[config.mk]
export PLATFORM = sky130hd
export DESIGN_NAME = ulp_distance_total_order_unit
export DESIGN_NICKNAME = d
export VERILOG_FILES = /design/src/rtl/uldt_pkg.sv /design/src/rtl/uldt_key.sv /design/src/rtl/uldt_i2f.sv /design/src/rtl/uldt_align.sv /design/src/rtl/uldt_norm_round.sv /design/src/rtl/ulp_distance_total_order_unit.sv
export VERILOG_INCLUDE_DIRS = /design/src /design/src/rtl
export SDC_FILE = /design/constraint.sdc
export NUM_CORES = 2
export LEC_CHECK = 0
export BUFFER_PORTS_ARGS = -buffer_cell sky130_fd_sc_hd__buf_2
export CORE_ASPECT_RATIO = 1.75
export CORE_MARGIN = 1
export CORE_UTILIZATION = 28
export CTS_CLUSTER_DIAMETER = 200
export DETAILED_ROUTE_END_ITERATION = 10
export HOLD_SLACK_MARGIN = 0.1
export PLACE_DENSITY = 0.44
export SLEW_MARGIN = 20
export SYNTH_ARGS = -nofsm -noshare
export SYNTH_HDL_FRONTEND = slang
export SYNTH_SLANG_ARGS = --single-unit
[constraint.sdc]
create_clock -name clk -period 53.5 [get_ports clk]
set_input_delay 5.35 -clock clk [delete_from_list [all_inputs] [get_ports clk]]
set_output_delay 5.35 -clock clk [all_outputs]
set_load 0.01 [all_outputs]
[src/rtl/ulp_distance_total_order_unit_assert.svh]
// ----------------------------------------------------------------------------
// ulp_distance_total_order_unit_assert.svh
// Assertion macros for the ulp distance unit; empty for synthesis.
// ----------------------------------------------------------------------------
`ifndef ULP_DISTANCE_TOTAL_ORDER_UNIT_ASSERT_SVH
`define ULP_DISTANCE_TOTAL_ORDER_UNIT_ASSERT_SVH
`ifndef SYNTHESIS
// same-cycle implication, sampled on clk, off during reset
`define ULDT_ASSERT_NOW(lbl, ant, cons) \
	lbl: assert property (@(posedge clk) disable iff (!arst_n) (ant) |-> (cons)) \
		else $error("assertion failed");
// next-cycle implication
`define ULDT_ASSERT_NEXT(lbl, ant, cons) \
	lbl: assert property (@(posedge clk) disable iff (!arst_n) (ant) |=> (cons)) \
		else $error("assertion failed");
`else
`define ULDT_ASSERT_NOW(lbl, ant, cons)
`define ULDT_ASSERT_NEXT(lbl, ant, cons)
`endif
`endif

[src/rtl/uldt_pkg.sv]
// ----------------------------------------------------------------------------
// uldt_pkg
// Shared types, codes and helpers of the ulp distance unit.
// ----------------------------------------------------------------------------
`default_nettype none
package uldt_pkg;
	localparam logic [1:0] OVR_NONE = 2'd0;
	localparam logic [1:0] OVR_ZERO = 2'd1;
	localparam logic [1:0] OVR_INF  = 2'd2;

	localparam logic [63:0] DBL_POS_INF = 64'h7FF0_0000_0000_0000;
	localparam logic [63:0] DBL_QNAN_BIT = 64'h0008_0000_0000_0000;
	localparam logic [10:0] EXP_MAX = 11'h7FF;

	localparam logic CFG_ELEMENT_FORMAT = 1'b0;
	localparam logic CFG_USE_RESIDUAL   = 1'b1;

	typedef struct packed {
		logic [1:0] ovr;
		logic       last;
	} ctl_t;

	// operands lined up for the adder
	typedef struct packed {
		logic        special;
		logic [63:0] spec_val;
		logic        sx;
		logic [10:0] ex;
		logic        sub;
		logic [55:0] sigx;
		logic [55:0] sigy;
	} align_t;

	// raw sum waiting for normalization
	typedef struct packed {
		logic        special;
		logic [63:0] spec_val;
		logic        sx;
		logic [10:0] ex;
		logic        zero;
		logic [56:0] sum;
		logic [5:0]  lz;
	} sum_t;

	// leading zero count, binary search in six steps; 64 for zero
	function automatic logic [6:0] lzc64(input logic [63:0] x);
		logic [63:0] v;
		logic [6:0]  n;
		v = x;
		n = 7'd0;
		if (v == 64'd0) begin
			n = 7'd64;
		end else begin
			if (v[63:32] == 32'd0) begin n = n + 7'd32; v = v << 32; end
			if (v[63:48] == 16'd0) begin n = n + 7'd16; v = v << 16; end
			if (v[63:56] == 8'd0)  begin n = n + 7'd8;  v = v << 8;  end
			if (v[63:60] == 4'd0)  begin n = n + 7'd4;  v = v << 4;  end
			if (v[63:62] == 2'd0)  begin n = n + 7'd2;  v = v << 2;  end
			if (v[63] == 1'b0)     begin n = n + 7'd1; end
		end
		return n;
	endfunction
endpackage
`default_nettype wire

[src/rtl/uldt_key.sv]
// ----------------------------------------------------------------------------
// uldt_key
// Total-order keys of both operands, their difference and the override code.
// ----------------------------------------------------------------------------
`default_nettype none
module uldt_key (
	input  wire logic [63:0] cb,
	input  wire logic [63:0] rb,
	input  wire logic        wide,
	output logic      [63:0] diff,
	output logic      [1:0]  ovr
);
	logic [63:0] kc, kr;
	logic cn, ci, cs, rn, ri, rs;

	function automatic logic [63:0] key(input logic [63:0] b, input logic w);
		logic [31:0] k32;
		k32 = b[31] ? (32'h8000_0000 - b[31:0]) : b[31:0];
		if (w) begin
			return b[63] ? (64'h8000_0000_0000_0000 - b) : b;
		end
		return {{32{k32[31]}}, k32};
	endfunction

	always_comb begin
		kc = key(cb, wide);
		kr = key(rb, wide);
		diff = kc - kr;
		if (wide) begin
			cn = (cb[62:52] == 11'h7FF) && (cb[51:0] != 52'd0);
			ci = (cb[62:52] == 11'h7FF) && (cb[51:0] == 52'd0);
			cs = cb[63];
			rn = (rb[62:52] == 11'h7FF) && (rb[51:0] != 52'd0);
			ri = (rb[62:52] == 11'h7FF) && (rb[51:0] == 52'd0);
			rs = rb[63];
		end else begin
			cn = (cb[30:23] == 8'hFF) && (cb[22:0] != 23'd0);
			ci = (cb[30:23] == 8'hFF) && (cb[22:0] == 23'd0);
			cs = cb[31];
			rn = (rb[30:23] == 8'hFF) && (rb[22:0] != 23'd0);
			ri = (rb[30:23] == 8'hFF) && (rb[22:0] == 23'd0);
			rs = rb[31];
		end
		// mismatch wins over the agreeing cases
		if ((cn != rn) || (ci != ri) || (ci && ri && (cs != rs))) begin
			ovr = uldt_pkg::OVR_INF;
		end else if ((cn && rn) || (ci && ri)) begin
			ovr = uldt_pkg::OVR_ZERO;
		end else begin
			ovr = uldt_pkg::OVR_NONE;
		end
	end
endmodule
`default_nettype wire

[src/rtl/uldt_i2f.sv]
// ----------------------------------------------------------------------------
// uldt_i2f
// Normalize a 64-bit magnitude and round it to a binary64 pattern.
// ----------------------------------------------------------------------------
`default_nettype none
module uldt_i2f (
	input  wire logic        sign,
	input  wire logic [63:0] mag,
	input  wire logic [5:0]  lz,
	output logic      [63:0] dbl
);
	logic [63:0] norm;
	logic        up;
	logic [10:0] expf;
	logic [62:0] packed_v;

	always_comb begin
		norm = mag << lz;
		up = norm[10] & ((|norm[9:0]) | norm[11]);
		expf = 11'd1086 - {5'd0, lz};
		// rounding carry ripples into the exponent
		packed_v = {expf, norm[62:11]} + {62'd0, up};
		dbl = (mag == 64'd0) ? 64'd0 : {sign, packed_v};
	end
endmodule
`default_nettype wire

[src/rtl/uldt_align.sv]
// ----------------------------------------------------------------------------
// uldt_align
// Unpack the two adder operands, order them by magnitude, align the smaller.
// ----------------------------------------------------------------------------
`default_nettype none
module uldt_align (
	input  wire logic [63:0]     a,
	input  wire logic [63:0]     b,
	output uldt_pkg::align_t     al
);
	logic        swap;
	logic [63:0] x, y;
	logic [10:0] ex_eff, ey_eff, d;
	logic [55:0] sigy, mask;

	always_comb begin
		swap = b[62:0] > a[62:0];
		x = swap ? b : a;
		y = swap ? a : b;
		ex_eff = (x[62:52] == 11'd0) ? 11'd1 : x[62:52];
		ey_eff = (y[62:52] == 11'd0) ? 11'd1 : y[62:52];
		d = ex_eff - ey_eff;
		sigy = {y[62:52] != 11'd0, y[51:0], 3'b000};
		mask = (56'd1 << d[5:0]) - 56'd1;

		al.special = (b[62:52] == uldt_pkg::EXP_MAX);
		al.spec_val = (b[51:0] != 52'd0) ? (b | uldt_pkg::DBL_QNAN_BIT) : b;
		al.sx = x[63];
		al.ex = ex_eff;
		al.sub = a[63] ^ b[63];
		al.sigx = {x[62:52] != 11'd0, x[51:0], 3'b000};
		if (d >= 11'd56) begin
			al.sigy = {55'd0, |sigy};
		end else begin
			al.sigy = (sigy >> d[5:0]);
			al.sigy[0] = al.sigy[0] | (|(sigy & mask));
		end
	end
endmodule
`default_nettype wire

[src/rtl/uldt_norm_round.sv]
// ----------------------------------------------------------------------------
// uldt_norm_round
// Normalize the adder sum, round to nearest even and pack binary64.
// ----------------------------------------------------------------------------
`default_nettype none
module uldt_norm_round (
	input  wire uldt_pkg::sum_t s,
	output logic [63:0]         dbl
);
	logic [55:0] n;
	logic [11:0] e;
	logic [5:0]  want, shl;
	logic [10:0] lim;
	logic        up;
	logic [10:0] expf;
	logic [62:0] packed_v;

	always_comb begin
		want = s.lz - 6'd1;
		lim = s.ex - 11'd1;
		shl = ({5'd0, want} < lim) ? want : lim[5:0];
		if (s.lz == 6'd0) begin
			// carry out: shift right one, fold the lost bit into sticky
			n = {s.sum[56:2], s.sum[1] | s.sum[0]};
			e = {1'b0, s.ex} + 12'd1;
		end else begin
			n = s.sum[55:0] << shl;
			e = {1'b0, s.ex} - {6'd0, shl};
		end
		up = n[2] & (n[1] | n[0] | n[3]);
		expf = n[55] ? e[10:0] : 11'd0;
		packed_v = {expf, n[54:3]} + {62'd0, up};
		if (s.special) begin
			dbl = s.spec_val;
		end else if (s.zero) begin
			dbl = 64'd0;
		end else if (e >= 12'd2047) begin
			dbl = {s.sx, uldt_pkg::DBL_POS_INF[62:0]};
		end else begin
			dbl = {s.sx, packed_v};
		end
	end
endmodule
`default_nettype wire

[src/rtl/ulp_distance_total_order_unit.sv]
// ----------------------------------------------------------------------------
// ulp_distance_total_order_unit
// Signed ulp distance of two IEEE values through total-order keys.
// ----------------------------------------------------------------------------
// Takes one word per cycle unless out_ready holds the output, and returns one
// result word per input, in order. The seven register stages are: input, key
// difference, magnitude and leading-zero count, integer-to-double rounding,
// adder alignment, adder sum, normalize/round. All stages advance together;
// in_ready drops only while the output word is held by out_ready low. The user
// must write configuration only while no word is in flight; no check enforces it.
`default_nettype none
module ulp_distance_total_order_unit (
	input  wire logic        clk,
	input  wire logic        arst_n,
	input  wire logic        cfg_we,
	input  wire logic        cfg_index,
	input  wire logic        cfg_data,
	input  wire logic        in_valid,
	output logic             in_ready,
	input  wire logic [63:0] computed_bits,
	input  wire logic [63:0] reference_bits,
	input  wire logic [63:0] residual_bits,
	input  wire logic        last_item,
	output logic             out_valid,
	input  wire logic        out_ready,
	output logic      [63:0] error_bits,
	output logic             last_out
);
	`include "ulp_distance_total_order_unit_assert.svh"

	logic element_format_q, use_residual_q;
	logic [7:1] v_q;
	logic en;

	logic [63:0] cb_s1, rb_s1, res_s1;
	logic        last_s1;
	logic [63:0] diff_s2, res_s2;
	uldt_pkg::ctl_t ctl_s2, ctl_s3, ctl_s4, ctl_s5, ctl_s6;
	logic        sign_s3;
	logic [63:0] mag_s3, res_s3;
	logic [5:0]  lz_s3;
	logic [63:0] a_s4, res_s4;
	uldt_pkg::align_t al_s5;
	uldt_pkg::sum_t   sum_s6;
	logic [63:0] err_s7;
	logic        last_s7;

	logic [63:0] diff_c, mag_c, dbl_c, nr_c, b_c;
	logic [1:0]  ovr_c;
	logic [6:0]  lz_c;
	uldt_pkg::align_t al_c;
	logic [56:0] sum_c;
	logic [6:0]  slz_c;

	assign en = !v_q[7] || out_ready;
	assign in_ready = en;
	assign out_valid = v_q[7];
	assign error_bits = err_s7;
	assign last_out = last_s7;

	always_ff @(posedge clk or negedge arst_n) begin
		if (!arst_n) begin
			element_format_q <= 1'b1;
			use_residual_q <= 1'b0;
		end else if (cfg_we) begin
			unique case (cfg_index)
				uldt_pkg::CFG_ELEMENT_FORMAT: element_format_q <= cfg_data;
				uldt_pkg::CFG_USE_RESIDUAL:   use_residual_q <= cfg_data;
				default: ;
			endcase
		end
	end

	always_ff @(posedge clk or negedge arst_n) begin
		if (!arst_n) begin
			v_q <= '0;
		end else if (en) begin
			v_q <= {v_q[6:1], in_valid};
		end
	end

	uldt_key u_key (
		.cb   (cb_s1),
		.rb   (rb_s1),
		.wide (element_format_q),
		.diff (diff_c),
		.ovr  (ovr_c)
	);

	always_comb begin
		mag_c = diff_s2[63] ? (~diff_s2 + 64'd1) : diff_s2;
		lz_c = uldt_pkg::lzc64(mag_c);
	end

	uldt_i2f u_i2f (
		.sign (sign_s3),
		.mag  (mag_s3),
		.lz   (lz_s3),
		.dbl  (dbl_c)
	);

	assign b_c = use_residual_q ? res_s4 : 64'd0;

	uldt_align u_align (
		.a  (a_s4),
		.b  (b_c),
		.al (al_c)
	);

	always_comb begin
		sum_c = al_s5.sub ? ({1'b0, al_s5.sigx} - {1'b0, al_s5.sigy})
		                  : ({1'b0, al_s5.sigx} + {1'b0, al_s5.sigy});
		slz_c = uldt_pkg::lzc64({sum_c, 7'd0});
	end

	uldt_norm_round u_nr (
		.s   (sum_s6),
		.dbl (nr_c)
	);

	always_ff @(posedge clk) begin
		if (en) begin
			cb_s1 <= computed_bits;
			rb_s1 <= reference_bits;
			res_s1 <= residual_bits;
			last_s1 <= last_item;

			diff_s2 <= diff_c;
			res_s2 <= res_s1;
			ctl_s2 <= '{ovr: ovr_c, last: last_s1};

			sign_s3 <= diff_s2[63];
			mag_s3 <= mag_c;
			lz_s3 <= lz_c[5:0];
			res_s3 <= res_s2;
			ctl_s3 <= ctl_s2;

			a_s4 <= dbl_c;
			res_s4 <= res_s3;
			ctl_s4 <= ctl_s3;

			al_s5 <= al_c;
			ctl_s5 <= ctl_s4;

			sum_s6.special <= al_s5.special;
			sum_s6.spec_val <= al_s5.spec_val;
			sum_s6.sx <= al_s5.sx;
			sum_s6.ex <= al_s5.ex;
			sum_s6.zero <= (sum_c == 57'd0);
			sum_s6.sum <= sum_c;
			sum_s6.lz <= slz_c[5:0];
			ctl_s6 <= ctl_s5;

			unique case (ctl_s6.ovr)
				uldt_pkg::OVR_ZERO: err_s7 <= 64'd0;
				uldt_pkg::OVR_INF:  err_s7 <= uldt_pkg::DBL_POS_INF;
				default:            err_s7 <= nr_c;
			endcase
			last_s7 <= ctl_s6.last;
		end
	end

	`ULDT_ASSERT_NEXT(a_capture, in_valid && in_ready, v_q[1])
	`ULDT_ASSERT_NEXT(a_frozen, !en, $stable(v_q))
	`ULDT_ASSERT_NOW(a_no_neg_zero, v_q[4], a_s4 != 64'h8000_0000_0000_0000)
endmodule
`default_nettype wire

==> metrics.yaml <==
status:
  run_status: "complete, no violations"
routing:
  ant_nets: 0
  wl_mm: 326
  vias: 56200
  wire_per_inst_um: 31.9
  routed_via_density: 5.50
  drc: 0
  dr.pass1.iters: 6
  drtIter0Drc: 3880
logic_synthesis:
  async_flop_share: 0.00899
  synth_area_leaders: "edfxtp_1 43%, ha_1 5.0%, mux4_2 4.3%"
  syn_nets: 7126
  yosysTopAreaCell: "edfxtp_1"
  synthCells: 6647
  synth_area_mm2: 0.0686
  yosysTopAreaCellShare: 0.434
  ys_seq_area_frac: 0.437
  yosysWarnings: 0
  ys_types: 123
  ys_seq_elements: 1001
  synthFlopType: "edfxtp_1"
  synth_area_per_cell_um2: 10.3
  synth_edf_count: 992
worst_hold_path:
  hold_start: "al_s5[143]"
  hp-class: "reg2reg"
  holdPathStages: 0
critical_path:
  endpoint_kind: "output port"
  worstRegToRegCells: 32
  startpoint_type: "input port"
  required_ns: 48.15
  timing.rr.end: "al_s5[0]"
  critPathKind: "in2out"
  crit_end: "in_ready"
  r2r_start: "use_residual_q"
  regToRegSetupSlack_ns: 42.97
  cp_max_fo: 3
  startpoint: "out_ready"
  arrival_ns: 5.95
clock_network:
  cts_buffers: 103
  ctsHoldBuffers: 0
  cts_tree: "yes"
  clk-insertion-delay-late_ns: 0.81
  cts_setup_buffers: 0
  clock_path_buffers: 3
  clkTransAtPathRegs_ns: 0.08
  ctsResizeCount: 0
  root_buffer: "clkbuf_16"
  h-tree-depth: 3
  clkSinkCount: 1001
cells_and_area:
  final_cell_mix: "992 x edfxtp_1, 529 x nand2_1, 460 x a21oi_1, 437 x nor2_1, 324 x inv_1"
  final_net_count: 7322
  drive_gt1_frac: 0.142
  final_common_cell: "edfxtp_1"
  syn2layout_area_growth_pct: 13.0
place:
  port_buffers: 266
  pre_cts_slack_ns: 42.18
  gp_congestion: 1.03
  dp_hpwl_mm: 264
timing:
  slew_viol_final: 0
  fin_skew_ns: 0.111
  finalSetupTns_ns: 0
  fin_hold_ws_ns: 0.396
  final.period_utilization: 0.211
  setup_ws_ns: 42.20
  slew_headroom: 0.150
  grt_setup_unrepaired: "false"
  hold_viol: 0
  min_period_ns: 11.30
  setup_viol: 0
  worst_pin_slew_ns: 1.28
  fmax_mhz: 88.5
global_routing:
  grt_use_total: 0.257
  grt_max_degree: 178
  grt_overflow: 0
  grt_pass1_vias: 57500
  grt_pass1_wl_mm: 446
  antenna_found_initial: 37
die:
  die_w_um: 376
  num_rows: 240
  pin_count: 267
  fp.coreArea_mm2: 0.244
  die_h_um: 657
  die-area_mm2: 0.247
  start_util: 0.281
run:
  maxCapViolCount: 0
[area by class of cell]
class	instances	area (µm²)
Timing Repair Buffer	437	2650
Clock inverter	66	701
Clock buffer	125	2670
Antenna cell	17	42.5
Sequential cell	1001	30000
Fill cell	25300	166000
Multi-Input combinational cell	4966	36100
Tap cell	3267	4090
Inverter	334	1250
[routing by layer]
layer  track usage  routed length, µm  up-vias
li1              -                  -    25600
met3        0.0362              13200      998
met1         0.216              96500    27500
met2         0.499             177000     2096
met5             0                107        -
met4         0.253              38700       18
[sequential cells by signal (all words and copies together) (netlist names), 6 cells and up]
signal,cells
error_bits,64
res_s1,64
lz_s3,6
sum_s6,141
diff_s2,64
v_q,7
res_s4,64
mag_s3,64
cb_s1,64
res_s3,64
res_s2,64
al_s5,187
a_s4,64
rb_s1,64
[critical path, stage by stage]
cell and delay [ns]:
buf_2 0.10, nand2b_4 0.24, buf_2 0.23
[how the worst min path moves through the flow]
stage | endpoint | slack (ns)
after floorplan | ctl_s2[0] | 0.40
after global placement | res_s4[56] | 0.40
after detailed placement | res_s2[51] | 0.40
after CTS | res_s4[21] | 0.40
after global routing | sum_s6[94] | 0.41
final | sum_s6[94] | 0.40
[cell usage after synthesis (48+ instances only)]
master    number
edfxtp_1     992
nand2_1      529
a21oi_1      461
nor2_1       444
inv_1        325
o21ai_0      321
mux2i_1      292
ha_1         275
clkbuf_1     228
xor2_1       217
xnor2_1      204
nor3_1       163
nand3_1      161
a21o_1       137
mux4_2       132
mux2_2       123
nor4_1       102
nand4_1       97
o31ai_1       89
nor2b_1       86
a211oi_1      78
and2_1        74
a22oi_1       64
nand2b_1      63
o21bai_1      61
buf_1         55
a31oi_1       53
or3_1         52
and3_1        48
[kinds of logic (layout without fill, tap and decap cells)]
group                      count (synthesis)  in the layout  share of synthesized area
adders and majority gates                281            281                     0.0516
DFF                                     1001           1001                      0.437
and+or+nand+nor                         2021           2021                      0.148
muxes                                    553            553                      0.108
xor gates and xnor gates                 421            421                     0.0537
buffers and inverters                    680            962                     0.0401
AOI/OAI and AO/OA                       1690           1690                      0.161
other                                      0             17                          0
[metrics by stage]
stage                     instances  utilization  instance area (µm²)
after floorplan                6647            -                68600
after global placement        10000        0.304                74100
after detailed placement      10000        0.304                74100
after CTS                     10200        0.318                77500
after global routing          10200        0.318                77500
final                         10200        0.318                77500
Power is left out: the tool's default activity adds up to more than one toggle a clock period on the data nets, which glitch-free logic cannot reach.
